===== src/rtl/wmca_pkg.sv =====
package wmca_pkg;

  localparam int CoordW   = 24;
  localparam int WeightW  = 16;
  localparam int SumW     = 32;
  localparam int TotalW   = SumW + 1;
  localparam int CovW     = 48;
  localparam int NumCov   = 6;
  localparam int NumAxes  = 3;

  // shared shift-add multiplier: a is up to 48 bits, b up to 32 bits
  localparam int MulAW    = 48;
  localparam int MulBW    = 32;
  localparam int MulPW    = MulAW + MulBW;
  localparam int MulCntW  = $clog2(MulBW);

  // shared restoring divider: one quotient bit per cycle
  localparam int DivNW    = 80;
  localparam int DivDW    = TotalW;
  localparam int DivCntW  = $clog2(DivNW);

  localparam int InDataW  = 3 * CoordW + WeightW;
  localparam int OutDataW = 3 * CoordW + SumW + NumCov * CovW;

  typedef enum logic [0:0] {
    OP_ADD   = 1'b0,
    OP_CLEAR = 1'b1
  } op_e;

  typedef enum logic [9:0] {
    S_IDLE = 10'b0000000001,
    S_MA   = 10'b0000000010,
    S_MB   = 10'b0000000100,
    S_DM   = 10'b0000001000,
    S_MC   = 10'b0000010000,
    S_DC1  = 10'b0000100000,
    S_MD   = 10'b0001000000,
    S_ME   = 10'b0010000000,
    S_DC2  = 10'b0100000000,
    S_DONE = 10'b1000000000
  } state_e;

  // covariance entry order xx yy zz xy yz zx
  function automatic logic [1:0] pair_a(input logic [2:0] e);
    logic [1:0] r;
    unique case (e)
      3'd0, 3'd3: r = 2'd0;
      3'd1, 3'd4: r = 2'd1;
      default:    r = 2'd2;
    endcase
    return r;
  endfunction

  function automatic logic [1:0] pair_b(input logic [2:0] e);
    logic [1:0] r;
    unique case (e)
      3'd0, 3'd5: r = 2'd0;
      3'd1, 3'd3: r = 2'd1;
      default:    r = 2'd2;
    endcase
    return r;
  endfunction

endpackage


===== src/rtl/wmca_serial_mul.sv =====
module wmca_serial_mul (
  input  logic                       clk_i,
  input  logic                       rst_ni,
  input  logic                       start_i,
  input  logic [wmca_pkg::MulAW-1:0] a_i,
  input  logic [wmca_pkg::MulBW-1:0] b_i,
  output logic                       busy_o,
  output logic                       done_o,
  output logic [wmca_pkg::MulPW-1:0] product_o
);
  import wmca_pkg::*;

  logic               busy_q, busy_d, done_q, done_d;
  logic [MulCntW-1:0] cnt_q, cnt_d;
  logic [MulAW-1:0]   a_q, a_d, hi_q, hi_d;
  logic [MulBW-1:0]   lo_q, lo_d;
  logic [MulAW:0]     sum;

  // one multiplier bit per cycle, partial product shifts right
  assign sum = {1'b0, hi_q} + (lo_q[0] ? {1'b0, a_q} : {(MulAW+1){1'b0}});

  always_comb begin
    busy_d = busy_q;
    done_d = 1'b0;
    cnt_d  = cnt_q;
    a_d    = a_q;
    hi_d   = hi_q;
    lo_d   = lo_q;
    if (start_i) begin
      busy_d = 1'b1;
      cnt_d  = '0;
      a_d    = a_i;
      hi_d   = '0;
      lo_d   = b_i;
    end else if (busy_q) begin
      hi_d  = sum[MulAW:1];
      lo_d  = {sum[0], lo_q[MulBW-1:1]};
      cnt_d = cnt_q + 1'b1;
      if (cnt_q == MulCntW'(MulBW - 1)) begin
        busy_d = 1'b0;
        done_d = 1'b1;
      end
    end
  end

  always_ff @(posedge clk_i or negedge rst_ni) begin
    if (!rst_ni) begin
      busy_q <= 1'b0;
      done_q <= 1'b0;
      cnt_q  <= '0;
    end else begin
      busy_q <= busy_d;
      done_q <= done_d;
      cnt_q  <= cnt_d;
    end
  end

  always_ff @(posedge clk_i) begin
    a_q  <= a_d;
    hi_q <= hi_d;
    lo_q <= lo_d;
  end

  assign busy_o    = busy_q;
  assign done_o    = done_q;
  assign product_o = {hi_q, lo_q};

endmodule


===== src/rtl/wmca_serial_div.sv =====
module wmca_serial_div (
  input  logic                       clk_i,
  input  logic                       rst_ni,
  input  logic                       start_i,
  input  logic [wmca_pkg::DivNW-1:0] dividend_i,
  input  logic [wmca_pkg::DivDW-1:0] divisor_i,
  output logic                       busy_o,
  output logic                       done_o,
  output logic [wmca_pkg::DivNW-1:0] quotient_o
);
  import wmca_pkg::*;

  logic               busy_q, busy_d, done_q, done_d;
  logic [DivCntW-1:0] cnt_q, cnt_d;
  logic [DivNW-1:0]   dq_q, dq_d;
  logic [DivDW-1:0]   rem_q, rem_d, dvs_q, dvs_d;
  logic [DivDW:0]     r2, dvs_x;
  logic               ge;

  // dividend shifts out the top while quotient bits shift in below
  assign r2    = {rem_q, dq_q[DivNW-1]};
  assign dvs_x = {1'b0, dvs_q};
  assign ge    = (r2 >= dvs_x);

  always_comb begin
    busy_d = busy_q;
    done_d = 1'b0;
    cnt_d  = cnt_q;
    dq_d   = dq_q;
    rem_d  = rem_q;
    dvs_d  = dvs_q;
    if (start_i) begin
      busy_d = 1'b1;
      cnt_d  = '0;
      dq_d   = dividend_i;
      rem_d  = '0;
      dvs_d  = divisor_i;
    end else if (busy_q) begin
      rem_d = ge ? DivDW'(r2 - dvs_x) : r2[DivDW-1:0];
      dq_d  = {dq_q[DivNW-2:0], ge};
      cnt_d = cnt_q + 1'b1;
      if (cnt_q == DivCntW'(DivNW - 1)) begin
        busy_d = 1'b0;
        done_d = 1'b1;
      end
    end
  end

  always_ff @(posedge clk_i or negedge rst_ni) begin
    if (!rst_ni) begin
      busy_q <= 1'b0;
      done_q <= 1'b0;
      cnt_q  <= '0;
    end else begin
      busy_q <= busy_d;
      done_q <= done_d;
      cnt_q  <= cnt_d;
    end
  end

  always_ff @(posedge clk_i) begin
    dq_q  <= dq_d;
    rem_q <= rem_d;
    dvs_q <= dvs_d;
  end

  assign busy_o     = busy_q;
  assign done_o     = done_q;
  assign quotient_o = dq_q;

endmodule


===== src/rtl/weighted_mean_covariance_accumulator_core.sv =====
// channel   dir  handshake                  payload
// s_axis    in   s_axis_tvalid/tready       tdata: x y z weight, tuser: op
// m_axis    out  m_axis_tvalid/tready       tdata: mean xyz, weight_total, 6 cov
//
// a clear goes straight to the done state; a point takes per used
// axis one 32-step multiply pair and one 80-step divide, per covariance entry
// three 32-step multiplies and two 80-step divides, all on one shared
// bit-serial multiplier and one shared restoring divider
// reset zeroes mean, weight and covariance and empties the output register
// s_axis_tready is high whenever the sequencer is idle, even while a result
// waits in the output register; the sequencer stalls only on delivery
module weighted_mean_covariance_accumulator_core #(
  parameter int DIMENSIONS = 3
) (
  input  logic                          clk_i,
  input  logic                          rst_ni,
  input  logic                          s_axis_tvalid,
  output logic                          s_axis_tready,
  // point_x, point_y, point_z, point_weight
  input  logic [wmca_pkg::InDataW-1:0]  s_axis_tdata,
  // op
  input  logic                          s_axis_tuser,
  output logic                          m_axis_tvalid,
  input  logic                          m_axis_tready,
  // mean_x, mean_y, mean_z, weight_total, cov_xx, cov_yy, cov_zz,
  // cov_xy, cov_yz, cov_zx
  output logic [wmca_pkg::OutDataW-1:0] m_axis_tdata
);
  import wmca_pkg::*;

  localparam logic [CovW-1:0] CovMax = {1'b0, {(CovW-1){1'b1}}};
  localparam logic [CovW-1:0] CovMin = {1'b1, {(CovW-1){1'b0}}};

  state_e state_q, state_d;

  // cluster state
  logic [CoordW-1:0]  mean_q [NumAxes];
  logic [CoordW-1:0]  mean_d [NumAxes];
  logic [CovW-1:0]    cov_q  [NumCov];
  logic [CovW-1:0]    cov_d  [NumCov];
  logic [SumW-1:0]    wsum_q, wsum_d;

  // per-transaction working registers
  logic [CoordW-1:0]  px_q [NumAxes];
  logic [CoordW-1:0]  px_d [NumAxes];
  logic [WeightW-1:0] pw_q, pw_d;
  logic [TotalW-1:0]  total_q, total_d;
  logic [2:0]         idx_q, idx_d;
  logic [DivNW-1:0]   t_q, t_d;
  logic [CovW-1:0]    q1_q, q1_d;
  logic               sgn_q, sgn_d;
  logic               run_q, run_d;
  logic               mvalid_q, mvalid_d;
  logic               load_out;
  logic [OutDataW-1:0] out_q;

  logic               s_fire;
  logic [TotalW-1:0]  tot_in;
  logic [1:0]         ax, pa, pb;
  logic [CoordW-1:0]  mean_mag, p_mag, q24;
  logic [CovW-1:0]    cov_mag;
  logic [CoordW:0]    da, db, da_neg, db_neg;
  logic [CoordW-1:0]  da_mag, db_mag;
  logic               neg2, cov_skip, mean_skip;
  logic [57:0]        n1, n2, num, num_mag;
  logic [48:0]        q2;
  logic [50:0]        s1, s2, ssum;

  logic               mul_start, mul_busy, mul_done;
  logic [MulAW-1:0]   mul_a;
  logic [MulBW-1:0]   mul_b;
  logic [MulPW-1:0]   mul_p;
  logic               div_start, div_busy, div_done;
  logic [DivNW-1:0]   div_n;
  logic [DivDW-1:0]   div_dv;
  logic [DivNW-1:0]   div_q;

  wmca_serial_mul u_mul (
    .clk_i, .rst_ni,
    .start_i   (mul_start),
    .a_i       (mul_a),
    .b_i       (mul_b),
    .busy_o    (mul_busy),
    .done_o    (mul_done),
    .product_o (mul_p)
  );

  wmca_serial_div u_div (
    .clk_i, .rst_ni,
    .start_i    (div_start),
    .dividend_i (div_n),
    .divisor_i  (div_dv),
    .busy_o     (div_busy),
    .done_o     (div_done),
    .quotient_o (div_q)
  );

  assign s_axis_tready = (state_q == S_IDLE);
  assign s_fire        = s_axis_tvalid && s_axis_tready;
  assign tot_in        = {1'b0, wsum_q} + TotalW'(s_axis_tdata[3*CoordW +: WeightW]);

  // operand magnitudes for the current axis or covariance entry
  assign ax       = idx_q[1:0];
  assign pa       = pair_a(idx_q);
  assign pb       = pair_b(idx_q);
  assign mean_mag = mean_q[ax][CoordW-1] ? CoordW'(~mean_q[ax] + 1'b1) : mean_q[ax];
  assign p_mag    = px_q[ax][CoordW-1] ? CoordW'(~px_q[ax] + 1'b1) : px_q[ax];
  assign cov_mag  = cov_q[idx_q][CovW-1] ? CovW'(~cov_q[idx_q] + 1'b1) : cov_q[idx_q];
  assign da       = {mean_q[pa][CoordW-1], mean_q[pa]} - {px_q[pa][CoordW-1], px_q[pa]};
  assign db       = {mean_q[pb][CoordW-1], mean_q[pb]} - {px_q[pb][CoordW-1], px_q[pb]};
  assign da_neg   = ~da + 1'b1;
  assign db_neg   = ~db + 1'b1;
  assign da_mag   = da[CoordW] ? da_neg[CoordW-1:0] : da[CoordW-1:0];
  assign db_mag   = db[CoordW] ? db_neg[CoordW-1:0] : db[CoordW-1:0];
  assign neg2     = da[CoordW] ^ db[CoordW];

  assign mean_skip = (int'(ax) >= DIMENSIONS);
  assign cov_skip  = (int'(pa) >= DIMENSIONS) || (int'(pb) >= DIMENSIONS) || (wsum_q == '0);

  // signed numerator of the mean: W*mean + w*p
  assign n1      = {2'b00, t_q[55:0]};
  assign n2      = {18'b0, mul_p[39:0]};
  assign num     = (mean_q[ax][CoordW-1] ? (~n1 + 1'b1) : n1)
                 + (px_q[ax][CoordW-1] ? (~n2 + 1'b1) : n2);
  assign num_mag = num[57] ? (~num + 1'b1) : num;
  assign q24     = div_q[CoordW-1:0];

  // covariance combine with clamp of the second term at 2^48
  assign q2   = ((|div_q[DivNW-1:49]) || (div_q[48] && (|div_q[47:0])))
              ? {1'b1, 48'b0} : div_q[48:0];
  assign s1   = cov_q[idx_q][CovW-1] ? (~{3'b0, q1_q} + 1'b1) : {3'b0, q1_q};
  assign s2   = {2'b0, q2};
  assign ssum = neg2 ? (s1 - s2) : (s1 + s2);

  always_comb begin
    state_d  = state_q;
    mean_d   = mean_q;
    cov_d    = cov_q;
    wsum_d   = wsum_q;
    px_d     = px_q;
    pw_d     = pw_q;
    total_d  = total_q;
    idx_d    = idx_q;
    t_d      = t_q;
    q1_d     = q1_q;
    sgn_d    = sgn_q;
    run_d    = run_q;
    load_out = 1'b0;
    mul_start = 1'b0;
    mul_a     = '0;
    mul_b     = '0;
    div_start = 1'b0;
    div_n     = t_q;
    div_dv    = total_q;

    unique case (state_q)
      S_IDLE: begin
        if (s_fire) begin
          if (op_e'(s_axis_tuser) == OP_CLEAR) begin
            for (int i = 0; i < NumAxes; i++) mean_d[i] = '0;
            for (int i = 0; i < NumCov; i++) cov_d[i] = '0;
            wsum_d  = '0;
            state_d = S_DONE;
          end else begin
            for (int i = 0; i < NumAxes; i++) px_d[i] = s_axis_tdata[i*CoordW +: CoordW];
            pw_d    = s_axis_tdata[3*CoordW +: WeightW];
            total_d = tot_in;
            idx_d   = '0;
            state_d = (tot_in == '0) ? S_DONE : S_MA;
          end
        end
      end
      S_MA: begin
        if (mean_skip) begin
          mean_d[ax] = '0;
          if (ax == 2'd2) begin
            idx_d   = '0;
            state_d = S_MC;
          end else begin
            idx_d = idx_q + 1'b1;
          end
        end else if (!run_q) begin
          mul_start = 1'b1;
          mul_a     = MulAW'(mean_mag);
          mul_b     = wsum_q;
          run_d     = 1'b1;
        end else if (mul_done) begin
          run_d   = 1'b0;
          t_d     = DivNW'(mul_p);
          state_d = S_MB;
        end
      end
      S_MB: begin
        if (!run_q) begin
          mul_start = 1'b1;
          mul_a     = MulAW'(p_mag);
          mul_b     = MulBW'(pw_q);
          run_d     = 1'b1;
        end else if (mul_done) begin
          run_d   = 1'b0;
          sgn_d   = num[57];
          t_d     = DivNW'(num_mag);
          state_d = S_DM;
        end
      end
      S_DM: begin
        if (!run_q) begin
          div_start = 1'b1;
          run_d     = 1'b1;
        end else if (div_done) begin
          run_d      = 1'b0;
          mean_d[ax] = sgn_q ? CoordW'(~q24 + 1'b1) : q24;
          if (ax == 2'd2) begin
            idx_d   = '0;
            state_d = S_MC;
          end else begin
            idx_d   = idx_q + 1'b1;
            state_d = S_MA;
          end
        end
      end
      S_MC: begin
        if (cov_skip) begin
          cov_d[idx_q] = '0;
          if (idx_q == 3'(NumCov - 1)) begin
            wsum_d  = total_q[SumW] ? {SumW{1'b1}} : total_q[SumW-1:0];
            state_d = S_DONE;
          end else begin
            idx_d = idx_q + 1'b1;
          end
        end else if (!run_q) begin
          mul_start = 1'b1;
          mul_a     = cov_mag;
          mul_b     = wsum_q;
          run_d     = 1'b1;
        end else if (mul_done) begin
          run_d   = 1'b0;
          t_d     = mul_p;
          state_d = S_DC1;
        end
      end
      S_DC1: begin
        if (!run_q) begin
          div_start = 1'b1;
          run_d     = 1'b1;
        end else if (div_done) begin
          run_d   = 1'b0;
          q1_d    = div_q[CovW-1:0];
          state_d = S_MD;
        end
      end
      S_MD: begin
        if (!run_q) begin
          mul_start = 1'b1;
          mul_a     = MulAW'(da_mag);
          mul_b     = MulBW'(db_mag);
          run_d     = 1'b1;
        end else if (mul_done) begin
          run_d   = 1'b0;
          t_d     = mul_p;
          state_d = S_ME;
        end
      end
      S_ME: begin
        if (!run_q) begin
          mul_start = 1'b1;
          mul_a     = t_q[MulAW-1:0];
          mul_b     = MulBW'(pw_q);
          run_d     = 1'b1;
        end else if (mul_done) begin
          run_d   = 1'b0;
          t_d     = mul_p;
          state_d = S_DC2;
        end
      end
      S_DC2: begin
        div_dv = {1'b0, wsum_q};
        if (!run_q) begin
          div_start = 1'b1;
          run_d     = 1'b1;
        end else if (div_done) begin
          run_d = 1'b0;
          if (!ssum[50] && (ssum > {3'b0, CovMax})) begin
            cov_d[idx_q] = CovMax;
          end else if (ssum[50] && (ssum < {3'b111, CovMin})) begin
            cov_d[idx_q] = CovMin;
          end else begin
            cov_d[idx_q] = ssum[CovW-1:0];
          end
          if (idx_q == 3'(NumCov - 1)) begin
            wsum_d  = total_q[SumW] ? {SumW{1'b1}} : total_q[SumW-1:0];
            state_d = S_DONE;
          end else begin
            idx_d   = idx_q + 1'b1;
            state_d = S_MC;
          end
        end
      end
      S_DONE: begin
        // wait only if the previous result is still parked
        if (!mvalid_q || m_axis_tready) begin
          load_out = 1'b1;
          state_d  = S_IDLE;
        end
      end
      default: state_d = S_IDLE;
    endcase
  end

  assign mvalid_d = load_out ? 1'b1 : (m_axis_tready ? 1'b0 : mvalid_q);

  always_ff @(posedge clk_i or negedge rst_ni) begin
    if (!rst_ni) begin
      state_q  <= S_IDLE;
      for (int i = 0; i < NumAxes; i++) mean_q[i] <= '0;
      for (int i = 0; i < NumCov; i++) cov_q[i] <= '0;
      wsum_q   <= '0;
      idx_q    <= '0;
      run_q    <= 1'b0;
      mvalid_q <= 1'b0;
    end else begin
      state_q  <= state_d;
      mean_q   <= mean_d;
      cov_q    <= cov_d;
      wsum_q   <= wsum_d;
      idx_q    <= idx_d;
      run_q    <= run_d;
      mvalid_q <= mvalid_d;
    end
  end

  always_ff @(posedge clk_i) begin
    px_q    <= px_d;
    pw_q    <= pw_d;
    total_q <= total_d;
    t_q     <= t_d;
    q1_q    <= q1_d;
    sgn_q   <= sgn_d;
    if (load_out) begin
      out_q <= {cov_q[5], cov_q[4], cov_q[3], cov_q[2], cov_q[1], cov_q[0],
                wsum_q, mean_q[2], mean_q[1], mean_q[0]};
    end
  end

  assign m_axis_tvalid = mvalid_q;
  assign m_axis_tdata  = out_q;

  // the two arithmetic units never overlap
  a_units_exclusive : assert property (@(posedge clk_i) disable iff (!rst_ni)
    !(mul_busy && div_busy))
    else $error("multiplier and divider busy together");

  a_mul_start_idle : assert property (@(posedge clk_i) disable iff (!rst_ni)
    mul_start |-> !mul_busy)
    else $error("multiplier restarted while busy");

  a_div_start_idle : assert property (@(posedge clk_i) disable iff (!rst_ni)
    div_start |-> !div_busy)
    else $error("divider restarted while busy");

  // weight only grows unless a clear came in
  a_weight_monotonic : assert property (@(posedge clk_i) disable iff (!rst_ni)
    !(s_fire && s_axis_tuser) |=> (wsum_q >= $past(wsum_q)))
    else $error("total weight decreased without a clear");

  a_result_from_done : assert property (@(posedge clk_i) disable iff (!rst_ni)
    $rose(mvalid_q) |-> $past(state_q == S_DONE))
    else $error("result shown outside the done state");

endmodule

===== config.mk =====
export PLATFORM = sky130hd
export DESIGN_NAME = weighted_mean_covariance_accumulator_core
export DESIGN_NICKNAME = d
export VERILOG_FILES = /design/src/rtl/wmca_pkg.sv /design/src/rtl/wmca_serial_mul.sv /design/src/rtl/wmca_serial_div.sv /design/src/rtl/weighted_mean_covariance_accumulator_core.sv
export SDC_FILE = /design/constraint.sdc
export NUM_CORES = 2
export LEC_CHECK = 0
export BUFFER_PORTS_ARGS = -buffer_cell sky130_fd_sc_hd__buf_4
export CORE_MARGIN = 4
export CORE_UTILIZATION = 44
export CTS_CLUSTER_DIAMETER = 60
export CTS_CLUSTER_SIZE = 14
export DETAILED_ROUTE_END_ITERATION = 7
export SLEW_MARGIN = 10
export SYNTH_ARGS = -nofsm -noshare
export SYNTH_HDL_FRONTEND = slang
export SYNTH_HIERARCHICAL = 1
export SYNTH_SLANG_ARGS = --single-unit

===== constraint.sdc =====
create_clock -name clk_i -period 20.1 [get_ports clk_i]
set_input_delay 2.01 -clock clk_i [delete_from_list [all_inputs] [get_ports clk_i]]
set_output_delay 2.01 -clock clk_i [all_outputs]
set_load 0.05 [all_outputs]

### Word level (Yosys, flattened, before mapping)

Index checks and enable logic that the tools add are counted.

| word-level totals | value |
|---|---|
| memories kept | 0 |
| logic and storage cells | 341 |
| output and inout bits | 394 |
| latch bits | 0 |
| bits in registers | 1339 |
| bits in writable memories | 0 |
| ROM bits | 0 |

| operators by class | value |
|---|---|
| reductions and logical operators | 42 |
| shifts and indexed selects | 0 |
| div/mod/pow operators | 0 |
| muxes and demuxes | 161 |
| bitwise gates (word level) | 26 |
| magnitude comparators | 12 |
| equality and inequality tests | 43 |
| $add $sub $neg | 21 |
| multiply operators | 0 |

Operators by type and width:

| kind | number |
|---|---|
| $mux W288 | 7 |
| $pmux W288 S3 | 1 |
| $mux W80 | 8 |
| $mux W24 | 23 |
| $mux W32 | 13 |
| $mux W48 | 8 |
| $mux W72 | 5 |
| $pmux W80 S4 | 1 |
| $and A288 B288 Y288 | 1 |
| $bmux W24 S2 | 6 |
| $bwmux W288 | 1 |
| $not A288 Y288 | 1 |
| $and A282 B282 Y282 | 1 |
| $not A282 Y282 | 1 |
| $or A282 B282 Y282 | 1 |
| $mux W10 | 25 |
| $pmux W48 S5 | 1 |
| $pmux W72 S3 | 1 |
| $add A58 B1 Y58 const B | 3 |
| $mux W58 | 3 |
| $bmux W48 S3 | 1 |
| $demux W48 S3 | 1 |
| $pmux W32 S4 | 1 |
| $add A24 B1 Y24 const B | 5 |
| other kinds (90) | 186 |

### Longest topological paths before layout

| logic depth | value |
|---|---|
| depth after elaboration | 17 |
| mapped depth | 44 |
| mapped depth without buffers | 31 |

### Hierarchy

The synthesis kept the hierarchy.

By module, submodules not included:

| module | cells each | sequential area each (µm²) | instances | area each (µm²) |
|---|---|---|---|---|
| weighted_mean_covariance_accumulator_core | 7293 | 29464.5 | 1 | 66966.7 |
| wmca_serial_div | 688 | 4279.1 | 1 | 8125.3 |
| wmca_serial_mul | 768 | 3538.4 | 1 | 7925.1 |

### Worst setup path after synthesis

Ideal clock, no wire load.

| path | value |
|---|---|
| path kind | in2reg |
| start point | input port m_axis_tready |
| end point | register out_q[0], in the netlist m_axis_tdata[0], enable pin |
| data required time | 18.821 ns |
| stages on the path | 2 |
| library setup time | 1.279 ns |
| setup slack | -2.008 ns |
| buffers on the path | 0 |
| arrival | 20.829 ns |
| cells stage by stage | inv_1 a21oi_1 |

| between the ends | value |
|---|---|
| word-level cells in the longest chain between the ends | 3 |

RTL lines:

| what | RTL line | text |
|---|---|---|
| start, declared | weighted_mean_covariance_accumulator_core.sv:24 | `input logic m_axis_tready,` |
| $logic_or A1 B1 Y1 | weighted_mean_covariance_accumulator_core.sv:301 | `if (!mvalid_q \|\| m_axis_tready) begin` |
| $mux W1 | weighted_mean_covariance_accumulator_core.sv:301 |  |
| $mux W1 | weighted_mean_covariance_accumulator_core.sv:156 | `unique case (state_q)` |
| net load_out | weighted_mean_covariance_accumulator_core.sv:54 | `logic load_out;` |
| end signal, assigned | weighted_mean_covariance_accumulator_core.sv:340 | `out_q <= {cov_q[5], cov_q[4], cov_q[3], cov_q[2], cov_q[1], cov_q[0],` |
| end, declared | weighted_mean_covariance_accumulator_core.sv:55 | `logic [OutDataW-1:0] out_q;` |

The timed path passes the listed nets, and every way through them passes these cells.
A chain may end at the register's enable or synchronous reset.

### Worst setup path after layout

| path | value |
|---|---|
| start point | register idx_q[1] |
| end point | register cov_q[140] in the netlist's numbering |

| between the ends | value |
|---|---|
| word-level cells in the longest chain between the ends | 17 |
| elaborated cells on any way between the ends | 64 |
| those cells by class | 4 x add/sub; 6 x order compare; 5 x eq/ne; 28 x mux; 9 x bitwise; 12 x reduce/logical |

RTL lines:

| what | RTL line | text |
|---|---|---|
| start, declared | weighted_mean_covariance_accumulator_core.sv:48 | `logic [2:0] idx_q, idx_d;` |
| start signal, assigned | weighted_mean_covariance_accumulator_core.sv:326 | `idx_q <= idx_d;` |
| $eq A3 B1 Y1 (tied with other cells) | wmca_pkg.sv:46, wmca_pkg.sv:56 |  |
| $reduce_or A2 Y1 (on tied branches) | wmca_pkg.sv:46, wmca_pkg.sv:56 |  |
| $pmux W2 S2 (on tied branches) | wmca_pkg.sv:46, wmca_pkg.sv:56 |  |
| $not A2 Y3 (on tied branches) | weighted_mean_covariance_accumulator_core.sv:109, weighted_mean_covariance_accumulator_core.sv:110 |  |
| $bmux W24 S2 (on tied branches) | weighted_mean_covariance_accumulator_core.sv:109, weighted_mean_covariance_accumulator_core.sv:110 |  |
| $mux W24 (on tied branches) (2 in a row) | weighted_mean_covariance_accumulator_core.sv:109, weighted_mean_covariance_accumulator_core.sv:110 |  |
| $sub A24 B24 Y25 (on tied branches) | weighted_mean_covariance_accumulator_core.sv:109, weighted_mean_covariance_accumulator_core.sv:110 |  |
| $xor A1 B1 Y1 | weighted_mean_covariance_accumulator_core.sv:115 | `assign neg2 = da[CoordW] ^ db[CoordW];` |
| $mux W51 | weighted_mean_covariance_accumulator_core.sv:133 | `assign ssum = neg2 ? (s1 - s2) : (s1 + s2);` |
| $lt A51 B51 Y1 | weighted_mean_covariance_accumulator_core.sv:285 | `end else if (ssum[50] && (ssum < {3'b111, CovMin})) begin` |
| $logic_and A1 B1 Y1 | weighted_mean_covariance_accumulator_core.sv:285 |  |
| $mux W288 | weighted_mean_covariance_accumulator_core.sv:285 |  |
| $mux W288 | weighted_mean_covariance_accumulator_core.sv:283 | `if (!ssum[50] && (ssum > {3'b0, CovMax})) begin` |
| $mux W288 | weighted_mean_covariance_accumulator_core.sv:281 | `end else if (div_done) begin` |
| $mux W288 | weighted_mean_covariance_accumulator_core.sv:278 | `if (!run_q) begin` |
| $pmux W288 S3 | weighted_mean_covariance_accumulator_core.sv:156 |  |
| end signal, assigned | weighted_mean_covariance_accumulator_core.sv:324 | `cov_q <= cov_d;` |
| end, declared | weighted_mean_covariance_accumulator_core.sv:39 | `logic [CovW-1:0] cov_q [NumCov];` |

Several ways; a longest one is shown, not always the timed one. The select of a mux whose other input is x is not followed.

==> results.json <==
{
  "synth_cells": 8749,
  "wl_per_cell_um": 27.4,
  "synth_edf_count": 835,
  "grt_pass1_wl_um": 461000,
  "cts_hold_buf": 0,
  "die_h_um": 442,
  "synthesis.nets": 9128,
  "viasPerCell": 6.33,
  "timing.final.crit_share_pct": 63.6,
  "die-area_mm2": 0.196,
  "start_util_pct": 44.3,
  "cp.buffers_inverters": 6,
  "setup_viol": 0,
  "grt_setup_unrepaired": "false",
  "max_slew.worst_pin.slew_ns": 1.31,
  "synthesis.area_mm2": 0.0830,
  "cts.clk_slew.worst_paths_ns": 0.07,
  "crit_fanout": 56,
  "cts_tree": "done",
  "hold_viol": 0,
  "tns_ns": 0,
  "p_leak_nw": 36.1,
  "clkSinkCount": 1339,
  "utilization_pct": 49.7,
  "cts_setup_buffers": 0,
  "cts.repair.resized": 0,
  "synthArstFlopShare_pct": 31.6,
  "core_mm2": 0.188,
  "port_buffers": 486,
  "firstDrtPassIters": 6,
  "critical_path_class": "reg2reg",
  "std_cell_rows": 159,
  "maxCapViolations": 0,
  "arrival_ns": 13.44,
  "worstPathRequired_ns": 20.76,
  "vias": 73000,
  "ioPinCount": 487,
  "grt_overflow_total": 0,
  "wl_um": 315000,
  "cts_buffer_depth": 3,
  "synth_ff_type": "edfxtp_1",
  "syn_to_final_growth_pct": 12.3,
  "min_period_ns": 12.78,
  "antenna_found_initial": 8,
  "placed_area_mm2": 0.0887,
  "start_kind": "flop",
  "hold_class": "reg2reg",
  "drt_iter0_markers": 9022,
  "finClkSkew_ns": 0.0434,
  "multi_input_area_mm2": 0.0430,
  "crit_path_top_delay_cell": "dfrtp_4",
  "grt_max_degree": 109,
  "drc": 0,
  "synth_top_area_share_pct": 30.2,
  "hpwl_um": 236000,
  "clkLatencyLatePin_ns": 0.82,
  "gp_congestion": 1.01,
  "powerDensity_mw_per_mm2": 128,
  "worst_path_largest_cell_delay_ns": 0.81,
  "design_area_mm2": 0.0932,
  "fmax_ghz": 0.0782,
  "crit_family": "compound AO/OA/AOI/OAI gates",
  "status": "finished, final reports clean",
  "final_nets": 9290,
  "setup.worst_path.end_class": "flop",
  "slew_headroom_pct": 12.5,
  "syn_avg_cell_area_um2": 9.49,
  "grt_usage_pct": 30.8,
  "antenna_left": 0,
  "root_buffer": "clkbuf_16",
  "drive_gt1_share_pct": 12.3,
  "fillers": 17300,
  "yosys_warnings": 6,
  "grt_pass1_vias": 68400,
  "drv_slew": 0,
  "htreeDepth": 4,
  "ys_top_cells_by_area": "edfxtp_1 (30%), dfrtp_1 (13%), a21oi_1 (5.2%)",
  "seqCellArea_mm2": 0.0373,
  "synth_seq_cells": 1339,
  "synth_seq_area_share_pct": 44.9,
  "cts_made_buffers": 138,
  "irDropWorstVdd_mv": 0.194,
  "die_w_um": 442,
  "cpMostUsedCell": "buf_4",
  "synth_cell_type_count": 117,
  "synth_area_leader_cell": "edfxtp_1"
}
[cell families after synthesis]
group	Yosys count	share of synthesized area (%)
buf+inv	770	3.68
compound gates	2741	20.8
mux	409	5.47
xor+xnor	552	5.82
simple gates	2652	14.9
flops	1339	44.9
fa+ha+maj	286	4.37
[power by group]
part | total, mW | switching, mW | internal, mW
Sequential | 3.32 | 0.203 | 3.12
Combinational | 5.97 | 4.10 | 1.87
Clock | 2.61 | 1.19 | 1.42
[placed cells by master (no fill, tap or decap), drive strengths merged, types with 36 or more instances in the layout]
master  count
a211oi    211
a21o      118
a21oi     863
a22oi      44
a31oi      84
and2      105
and3       66
buf       598
clkbuf    188
dfrtp     422
dfxtp      81
edfxtp    835
ha        279
inv       216
mux2      126
mux2i     260
nand2     987
nand2b     45
nand3     141
nand4     102
nor2      606
nor2b      47
nor3      237
nor4       81
o211ai     48
o21a      105
o21ai     686
o22ai      63
o31ai     148
or2        42
or3        74
or4        36
xnor2     299
xor2      253
[area by class of cell]
type	instances	area share, %
inverters	194	0.781
repair buffers	598	4.85
flip-flops and latches	1339	40.0
clock buffers	188	3.99
well taps	2495	3.35
diodes	4	0.0107
clock inverters	68	0.871
multi-input cells	6640	46.1
[routing by layer]
layer / part of all wire, % / track usage (%)
met1: 42 / 42.5
met2: 45 / 48.1
met5: 0.013 / 0
met3: 8.0 / 4.17
met4: 5.4 / 14.5
[metrics by stage]
stage | hold slack, ns | instances | setup WS, ns | power [mW]
2_1_floorplan | 0.423 | 8749 | 6.87 | 7.46
3_3_place_gp | 0.453 | 11300 | 7.92 | 9.12
3_5_place_dp | 0.455 | 11300 | 7.72 | 9.17
4_1_cts | 0.471 | 11500 | 7.68 | 11.8
5_1_grt | 0.482 | 11500 | 6.73 | 12.5
6_report | 0.472 | 11500 | 7.32 | 11.9
[sequential cells by signal, indices dropped and copies added (netlist names), 3 cells and up]
name,cells
total_q,33
u_mul/a_q,48
cov_q,288
div_n,80
px_q,72
pw_q,16
u_mul/hi_q,48
state_q,10
u_mul/cnt_q,5
u_mul/lo_q,32
u_div/quotient_o,80
idx_q,3
m_axis_tdata,392
wsum_q,32
u_div/dvs_q,33
u_div/rem_q,33
q1_q,48
mean_q,72
u_div/cnt_q,7
[worst reg2reg max path: cells and delay by family, from the launching register on]
kind	cells	cell delay (ns)
AOI/OAI and AO/OA	14	3.76
xor gates and xnor gates	1	0.19
adders and majority gates	4	1.36
buffers and inverters	6	3.36
DFF	1	0.81
muxes	1	0.38
and+or+nand+nor	8	2.77
[final timing paths]
path / to / slack (ns) / from / depth (start not counted)
hold reg to reg: m_axis_tdata[302]$_DFFE_PP_ / 0.47 / cov_q[54]$_DFFE_PN0P_ / 0
setup reg to reg: cov_q[140]$_DFFE_PN0P_ / 7.32 / idx_q[1]$_DFFE_PN0P_ / 34
hold / removal: m_axis_tdata[302]$_DFFE_PP_ / 0.47 / cov_q[54]$_DFFE_PN0P_ / 0
setup / recovery: cov_q[140]$_DFFE_PN0P_ / 7.32 / idx_q[1]$_DFFE_PN0P_ / 34
min in group asynchronous: cov_q[105]$_DFFE_PN0P_ / 1.25 / rst_ni / 1
max in group asynchronous: cov_q[121]$_DFFE_PN0P_ / 16.21 / rst_ni / 3
[synthesized netlist by cell type (47+ instances only)]
library cell	count
nand2_1	987
a21oi_1	856
edfxtp_1	835
o21ai_0	653
nor2_1	604
clkbuf_1	442
dfrtp_1	422
xnor2_1	299
ha_1	279
mux2i_1	260
xor2_1	253
nor3_1	237
a211oi_1	207
inv_1	193
o31ai_1	148
nand3_1	141
mux2_2	124
a21o_1	118
o21a_1	105
and2_1	102
nand4_1	101
a31oi_1	81
dfxtp_1	81
nor4_1	80
buf_2	75
or3_1	73
and3_1	64
o22ai_1	62
nor2b_1	47
Power figures use the tool's default switching activity.
